`src/slmm_pkg.sv`:
```
// shared types and codes for the sorted list min/max store
package slmm_pkg;

    typedef logic signed [31:0] t_word;

    typedef logic [1:0] t_op;
    typedef logic [1:0] t_status;

    localparam t_op OP_INSERT = 2'd0;
    localparam t_op OP_RMIN   = 2'd1;
    localparam t_op OP_RMAX   = 2'd2;

    localparam t_status ST_OK    = 2'd0;
    localparam t_status ST_EMPTY = 2'd1;
    localparam t_status ST_FULL  = 2'd2;

    localparam int unsigned CNT_OUT_W = 5;

endpackage

```
`src/slmm_if.sv`:
```
// valid/ready channel interfaces for operations and results
interface slmm_in_if;
    logic               valid;
    logic               ready;
    slmm_pkg::t_op      operation;
    slmm_pkg::t_word    value;

    modport source (output valid, output operation, output value, input ready);
    modport sink   (input valid, input operation, input value, output ready);
endinterface

interface slmm_out_if;
    logic                               valid;
    logic                               ready;
    slmm_pkg::t_status                  status;
    slmm_pkg::t_word                    removed_value;
    logic [slmm_pkg::CNT_OUT_W-1:0]     entry_count;

    modport source (output valid, output status, output removed_value, output entry_count,
                    input ready);
    modport sink   (input valid, input status, input removed_value, input entry_count,
                    output ready);
endinterface

```
`src/slmm_mem.sv`:
```
// entry memory: one write port, one read port with registered read data
module slmm_mem #(
    parameter int unsigned DEPTH = 16,
    parameter int unsigned AW    = 4
) (
    input  logic                i_clk,
    input  logic                i_we,
    input  logic [AW-1:0]       i_waddr,
    input  slmm_pkg::t_word     i_wdata,
    input  logic                i_re,
    input  logic [AW-1:0]       i_raddr,
    output slmm_pkg::t_word     o_rdata
);

    slmm_pkg::t_word r_mem [DEPTH];
    slmm_pkg::t_word r_rdata;

    always_ff @(posedge i_clk) begin
        if (i_we) begin
            r_mem[i_waddr] <= i_wdata;
        end
        if (i_re) begin
            r_rdata <= r_mem[i_raddr];
        end
    end

    assign o_rdata = r_rdata;

endmodule

```
`src/sorted_list_min_max_store.sv`:
```
// sorted list min/max store: top level with sequencer and result register
//
// keeps up to CAPACITY signed 32-bit values in ascending order in one memory.
// input channel i_in carries an operation (insert, remove smallest, remove
// largest) and a value; output channel o_out returns one transaction per
// operation with status, removed value and the count held afterwards.
// an operation that needs no memory read (full insert, removal when empty,
// unused code, insert into an empty store) finishes in the accept cycle.
// insert walks from the rear, one entry moved per cycle: each entry not
// below the new value moves up one slot, then the new value fills the gap.
// remove smallest shifts every remaining entry down one slot.
// remove largest reads the rear entry.
// one operation is in work at a time and the next is taken once the
// sequencer is back at idle. results sit in an output register, and a new
// operation can be taken in the same cycle that the previous result is taken;
// i_in.ready drops while that register is full and not being taken.
// reset empties the store at once (count to zero) and clears the result
// valid flag; memory contents need no clearing.
module sorted_list_min_max_store #(
    parameter int unsigned CAPACITY = 16
) (
    input  logic            i_clk,
    input  logic            i_rst_n,
    slmm_in_if.sink         i_in,
    slmm_out_if.source      o_out
);

    localparam int unsigned AW = (CAPACITY > 1) ? $clog2(CAPACITY) : 1;
    localparam int unsigned CW = $clog2(CAPACITY + 1);

    typedef enum logic [4:0] {
        S_IDLE = 5'b00001,
        S_INS  = 5'b00010,
        S_PUT  = 5'b00100,
        S_RMIN = 5'b01000,
        S_RMAX = 5'b10000
    } t_state;

    t_state                     r_state, n_state;
    logic [CW-1:0]              r_count, n_count;
    logic [AW-1:0]              r_idx, n_idx;
    slmm_pkg::t_word            r_val, n_val;
    slmm_pkg::t_word            r_removed, n_removed;
    logic                       r_out_vld, n_out_vld;
    slmm_pkg::t_status          r_out_status, n_out_status;
    slmm_pkg::t_word            r_out_removed, n_out_removed;
    logic [CW-1:0]              r_out_count, n_out_count;

    logic                       w_accept;
    logic                       w_we;
    logic [AW-1:0]              w_waddr;
    slmm_pkg::t_word            w_wdata;
    logic                       w_re;
    logic [AW-1:0]              w_raddr;
    slmm_pkg::t_word            w_rd;

    slmm_mem #(
        .DEPTH (CAPACITY),
        .AW    (AW)
    ) u_mem (
        .i_clk   (i_clk),
        .i_we    (w_we),
        .i_waddr (w_waddr),
        .i_wdata (w_wdata),
        .i_re    (w_re),
        .i_raddr (w_raddr),
        .o_rdata (w_rd)
    );

    assign i_in.ready = (r_state == S_IDLE) && (!r_out_vld || o_out.ready);
    assign w_accept   = i_in.valid && i_in.ready;

    always_comb begin
        n_state       = r_state;
        n_count       = r_count;
        n_idx         = r_idx;
        n_val         = r_val;
        n_removed     = r_removed;
        n_out_vld     = (r_out_vld && o_out.ready) ? 1'b0 : r_out_vld;
        n_out_status  = r_out_status;
        n_out_removed = r_out_removed;
        n_out_count   = r_out_count;
        w_we          = 1'b0;
        w_waddr       = '0;
        w_wdata       = '0;
        w_re          = 1'b0;
        w_raddr       = '0;

        unique case (r_state)
            S_IDLE: begin
                if (w_accept) begin
                    unique case (i_in.operation)
                        slmm_pkg::OP_INSERT: begin
                            if (r_count == CW'(CAPACITY)) begin
                                n_out_vld     = 1'b1;
                                n_out_status  = slmm_pkg::ST_FULL;
                                n_out_removed = '0;
                                n_out_count   = r_count;
                            end else if (r_count == '0) begin
                                w_we          = 1'b1;
                                w_waddr       = '0;
                                w_wdata       = i_in.value;
                                n_count       = CW'(1);
                                n_out_vld     = 1'b1;
                                n_out_status  = slmm_pkg::ST_OK;
                                n_out_removed = '0;
                                n_out_count   = CW'(1);
                            end else begin
                                n_val   = i_in.value;
                                n_idx   = AW'(r_count);
                                w_re    = 1'b1;
                                w_raddr = AW'(r_count - CW'(1));
                                n_state = S_INS;
                            end
                        end
                        slmm_pkg::OP_RMIN, slmm_pkg::OP_RMAX: begin
                            if (r_count == '0) begin
                                n_out_vld     = 1'b1;
                                n_out_status  = slmm_pkg::ST_EMPTY;
                                n_out_removed = '0;
                                n_out_count   = '0;
                            end else if (i_in.operation == slmm_pkg::OP_RMIN) begin
                                n_idx   = '0;
                                w_re    = 1'b1;
                                w_raddr = '0;
                                n_state = S_RMIN;
                            end else begin
                                w_re    = 1'b1;
                                w_raddr = AW'(r_count - CW'(1));
                                n_state = S_RMAX;
                            end
                        end
                        default: begin
                            n_out_vld     = 1'b1;
                            n_out_status  = slmm_pkg::ST_OK;
                            n_out_removed = '0;
                            n_out_count   = r_count;
                        end
                    endcase
                end
            end
            S_INS: begin
                w_we    = 1'b1;
                w_waddr = r_idx;
                if (w_rd >= r_val) begin
                    w_wdata = w_rd;
                    n_idx   = r_idx - AW'(1);
                    if (r_idx == AW'(1)) begin
                        n_state = S_PUT;
                    end else begin
                        w_re    = 1'b1;
                        w_raddr = r_idx - AW'(1) - AW'(1);
                    end
                end else begin
                    w_wdata       = r_val;
                    n_count       = r_count + CW'(1);
                    n_out_vld     = 1'b1;
                    n_out_status  = slmm_pkg::ST_OK;
                    n_out_removed = '0;
                    n_out_count   = r_count + CW'(1);
                    n_state       = S_IDLE;
                end
            end
            S_PUT: begin
                w_we          = 1'b1;
                w_waddr       = '0;
                w_wdata       = r_val;
                n_count       = r_count + CW'(1);
                n_out_vld     = 1'b1;
                n_out_status  = slmm_pkg::ST_OK;
                n_out_removed = '0;
                n_out_count   = r_count + CW'(1);
                n_state       = S_IDLE;
            end
            S_RMIN: begin
                if (r_idx == '0) begin
                    n_removed = w_rd;
                end else begin
                    w_we    = 1'b1;
                    w_waddr = r_idx - AW'(1);
                    w_wdata = w_rd;
                end
                if ((CW'(r_idx) + CW'(1)) < r_count) begin
                    w_re    = 1'b1;
                    w_raddr = r_idx + AW'(1);
                    n_idx   = r_idx + AW'(1);
                end else begin
                    n_count       = r_count - CW'(1);
                    n_out_vld     = 1'b1;
                    n_out_status  = slmm_pkg::ST_OK;
                    n_out_removed = (r_idx == '0) ? w_rd : r_removed;
                    n_out_count   = r_count - CW'(1);
                    n_state       = S_IDLE;
                end
            end
            S_RMAX: begin
                n_count       = r_count - CW'(1);
                n_out_vld     = 1'b1;
                n_out_status  = slmm_pkg::ST_OK;
                n_out_removed = w_rd;
                n_out_count   = r_count - CW'(1);
                n_state       = S_IDLE;
            end
            default: begin
                n_state = S_IDLE;
            end
        endcase
    end

    always_ff @(posedge i_clk) begin
        if (!i_rst_n) begin
            r_state   <= S_IDLE;
            r_count   <= '0;
            r_out_vld <= 1'b0;
        end else begin
            r_state   <= n_state;
            r_count   <= n_count;
            r_out_vld <= n_out_vld;
        end
        r_idx         <= n_idx;
        r_val         <= n_val;
        r_removed     <= n_removed;
        r_out_status  <= n_out_status;
        r_out_removed <= n_out_removed;
        r_out_count   <= n_out_count;
    end

    assign o_out.valid         = r_out_vld;
    assign o_out.status        = r_out_status;
    assign o_out.removed_value = r_out_removed;
    assign o_out.entry_count   = slmm_pkg::CNT_OUT_W'(r_out_count);

endmodule

```
`src/flat_wrapper.sv`:
```
// flat-port wrapper written by rule: the top's interface ports become plain ports
module sorted_list_min_max_store_flat 
#(
    parameter int unsigned CAPACITY = 16
)
  (i_clk, i_rst_n, i_in_valid, i_in_operation, i_in_value, i_in_ready, o_out_valid, o_out_status, o_out_removed_value, o_out_entry_count, o_out_ready);
  slmm_in_if i_in_i ();
  slmm_out_if o_out_i ();
  input  logic i_clk;
  input  logic i_rst_n;
  input wire logic [$bits(i_in_i.valid)-1:0] i_in_valid;
  input wire logic [$bits(i_in_i.operation)-1:0] i_in_operation;
  input wire logic [$bits(i_in_i.value)-1:0] i_in_value;
  output wire logic [$bits(i_in_i.ready)-1:0] i_in_ready;
  output wire logic [$bits(o_out_i.valid)-1:0] o_out_valid;
  output wire logic [$bits(o_out_i.status)-1:0] o_out_status;
  output wire logic [$bits(o_out_i.removed_value)-1:0] o_out_removed_value;
  output wire logic [$bits(o_out_i.entry_count)-1:0] o_out_entry_count;
  input wire logic [$bits(o_out_i.ready)-1:0] o_out_ready;
  assign i_in_i.valid = i_in_valid;
  assign i_in_i.operation = i_in_operation;
  assign i_in_i.value = i_in_value;
  assign i_in_ready = i_in_i.ready;
  assign o_out_valid = o_out_i.valid;
  assign o_out_status = o_out_i.status;
  assign o_out_removed_value = o_out_i.removed_value;
  assign o_out_entry_count = o_out_i.entry_count;
  assign o_out_i.ready = o_out_ready;
  sorted_list_min_max_store #(.CAPACITY(CAPACITY)) u_core (.i_clk(i_clk), .i_rst_n(i_rst_n), .i_in(i_in_i), .o_out(o_out_i));
endmodule
```
`config.mk`:
```
export PLATFORM = sky130hd
export DESIGN_NAME = sorted_list_min_max_store_flat
export DESIGN_NICKNAME = d
export VERILOG_FILES = /design/src/slmm_pkg.sv /design/src/slmm_if.sv /design/src/slmm_mem.sv /design/src/sorted_list_min_max_store.sv /design/src/flat_wrapper.sv
export SDC_FILE = /design/constraint.sdc
export NUM_CORES = 1
export LEC_CHECK = 0
export ABC_AREA = 1
export BUFFER_PORTS_ARGS = -buffer_cell sky130_fd_sc_hd__buf_2
export CAP_MARGIN = 20
export CORE_MARGIN = 2
export CORE_UTILIZATION = 32
export DETAILED_ROUTE_END_ITERATION = 6
export RECOVER_POWER = 25
export SYNTH_ARGS = -nofsm -noshare
export SYNTH_HDL_FRONTEND = slang
export SYNTH_HIERARCHICAL = 1
export SYNTH_SLANG_ARGS = --single-unit
export TNS_END_PERCENT = 30
```
`constraint.sdc`:
```
create_clock -name i_clk -period 4 [get_ports i_clk]
set_input_delay 0.8 -clock i_clk [delete_from_list [all_inputs] [get_ports i_clk]]
set_output_delay 0.8 -clock i_clk [all_outputs]
set_load 0.01 [all_outputs]
```
==> metrics.txt <==
Final Hold Viols=0; Post-synth EDFFs=651; initial antenna violation count=1; Mapped Cells=slightly below 3000; worst endpoint required time=4.28 ns; CTS max path bufs=3; initial DRC count=around 1800; pin count of the biggest net entering global routing=98; count leader, synth=nand2_1; Reg clk slew, reported paths=approximately 0.060 ns; number of buffers created by CTS=70; num ports=between 70 and 80; CP Data Arrival Time=between 4 and 5 ns; Ys Warns=6; outcome=finished, violations left; Startpoint Class=register; Async S/R FF share, synth=0%; clock insertion delay at the later pin of the skew report=between 0.6 and 0.7 ns; HP Class=input port to register; GRT Overall Usage=around 16%; Max Cap Viol=3; failing checks=max-capacitance violations, max-slew violations; share of layout cells above drive strength 1=between 8 and 9%; Clock Skews=0.02068 ns; critical path fanouts, max=24; total die area=97100 µm²; ys flop type=edfxtp_1; Final setup viols=0; Antenna Nets Post-Route=0; Post-CTS Resized=0; Netlist cell types=49; hold buffers post-CTS=0; Worst setup EP type=register; Initial Util=between 30% and 40%; Leakage Power=~14 nW; period utilization=around 94%; DP Wirelength=46.80 mm; standard-cell rows=112; ratio of total power to cell area=between 500 and 600 nW/µm²; Yosys reg bits=roughly 660; number of global-route vias before repair=approximately 19000; chip height=311.6 µm; Slew headroom=-49.54%; Area Growth Syn to Fin=14.83%; # port buffers=78; max frequency=~270 MHz; DRC=0; Mapped Area=between 30000 and 40000 µm²; Final Net Count=~3100; top cells by area, synth=edfxtp_1 65%, nand2_1 11%, nand3_1 7.6%; Worst-Margin Slew=around 2.2 ns; first-pass GRT wire length=118.3 mm; Vias=between 20000 and 25000; # fillers=roughly 9200; Final Slew Violations=between 100 and 150; Seq/Total Area, Yosys=between 60% and 70%; htree depth=3; area leader, netlist=edfxtp_1; CTS tree=built; post-synth top area share=about 65%; Design Area, Final=34770 µm²; Placeable Area=93610 µm²; via density per instance=4.673; routed wire length=77.65 mm; Post-CTS Setup Inserts=0; CP Class=register to register; Overflow after GRT=0; setup slack after layout=0.2525 ns; pre-CTS setup slack=0.1153 ns; Final min period=3.748 ns; setup_tns=0 ns; syn avg cell area=around 10 µm²; most frequent cells after synthesis=888 x nand2_1, 651 x edfxtp_1, 465 x inv_1; Sinks on Clock Net=~660; placed standard-cell area=between 30000 and 40000 µm²; root buf cell=clkbuf_16; RSZ-0062 raised after global routing=false; WL per Instance=17.89 µm; Die Width=between 300 and 400 µm; Max IR drop VDD=between 200 and 300 µV; diodes inserted=0; syn_nets=2978; DRT Pass-1 Iters=5; Routability Congestion=just over 0.8
-- cell usage in the layout (no fill, tap or decap), types with 4 or more instances in the layout --
cell type | netlist | layout
a21oi_1 | 19 | 19
a22oi_1 | 32 | 32
buf_12 | 1 | 22
buf_2 | 58 | 5
buf_4 | 7 | 94
bufinv_16 | 0 | 4
clkbuf_1 | 23 | 100
clkbuf_16 | 0 | 74
clkinv_1 | 2 | 12
clkinv_2 | 0 | 9
dfxtp_1 | 11 | 11
edfxtp_1 | 651 | 651
ha_1 | 48 | 48
inv_1 | 465 | 463
inv_2 | 4 | 4
mux2_1 | 0 | 15
mux2_2 | 31 | 16
nand2_1 | 888 | 891
nand3_1 | 460 | 462
nand4_1 | 8 | 9
nor2_1 | 52 | 43
nor2_2 | 8 | 6
nor2_4 | 1 | 12
nor3_1 | 4 | 5
o21ai_0 | 10 | 10
o21bai_1 | 6 | 6
o22ai_1 | 4 | 4
xor2_1 | 8 | 8
-- cells by family after synthesis --
group                    synth area share, %
AO/OA/AOI/OAI                          2.136
AND/OR/NAND/NOR                        20.38
adder cells (fa/ha/maj)                1.983
flip-flops                             65.29
buffers and inverters                  8.743
multiplexers                           1.153
XOR/XNOR                              0.3182
-- routing by layer --
layer  share of wire [%]  vias to the layer above  track usage (%)  wire, µm
met4                 2.2                        0            4.502      1735
met1                  45                     9728            22.12     35140
met5                   0                        -                0         0
met2                  46                      621            25.62     35860
met3                 6.3                      106            2.329      4911
li1                    -                     9825                -         -
-- stage by stage --
stage	power [mW]	instances	util, %	hold slack, ns
floorplan	11.72	2892	-	0.4696
global placement	13.31	4218	35.09	0.4849
detailed placement	13.35	4218	35.09	0.4896
CTS	19.61	4339	37.42	0.3716
global route	20.24	4340	37.14	0.4173
finish	19.32	4340	37.14	0.4164
-- power by group --
| part | switching [mW] | internal, mW |
|---|---|---|
| clock | 2.60 | 3.65 |
| sequential | 0.259 | 8.50 |
| combinational | 2.98 | 1.33 |
-- registers in the layout, indices dropped and copies added, names as in the netlist --
signal	flops
u_core/u_mem/o_rdata	32
u_core/r_val	32
u_core/r_idx	4
u_core/o_out.entry_count	5
u_core/o_out.status	2
u_core/r_removed	32
u_core/r_state	5
u_core/o_out.valid	1
u_core/o_out.removed_value	32
u_core/u_mem/r_mem	512
u_core/r_count	5
-- layout make-up --
class / instances / area (µm²) / area share [%]
clock inverters: 26 / 241.5 / 0.6945
inverters: 473 / 1784 / 5.132
repair buffers: 207 / 1531 / 4.405
multi-input cells: 1623 / 7934 / 22.82
flip-flops and latches: 662 / 19770 / 56.86
well taps: 1254 / 1569 / 4.513
clock buffers: 95 / 1941 / 5.581
-- critical path, cell delays in order, from the launching register on --
cell and delay (ns):
dfxtp_1 0.32, nor2_1 0.21, nand4_1 0.45, nor2_1 0.29
nand2_1 0.21, nor3_1 0.36, inv_2 0.08, nand3_1 0.22
nand2_1 0.28, nor2_2 0.64, buf_12 0.32
-- worst paths after layout --
kind | slack, ns | to | cells past startpoint | startpoint
max | 0.25 | u_core/u_mem/r_mem[2][25]$_DFFE_PP_ | 10 | u_core/r_state[2]$_SDFFE_PN0P_
min reg2reg | 0.50 | u_core/r_count[3]$_SDFFE_PN0P_ | 2 | u_core/r_count[3]$_SDFFE_PN0P_
max reg2reg | 0.25 | u_core/u_mem/r_mem[2][25]$_DFFE_PP_ | 10 | u_core/r_state[2]$_SDFFE_PN0P_
min | 0.42 | u_core/r_val[15]$_DFFE_PP_ | 1 | i_in_value[15]
No activity file was read; power rests on OpenSTA's default activity.
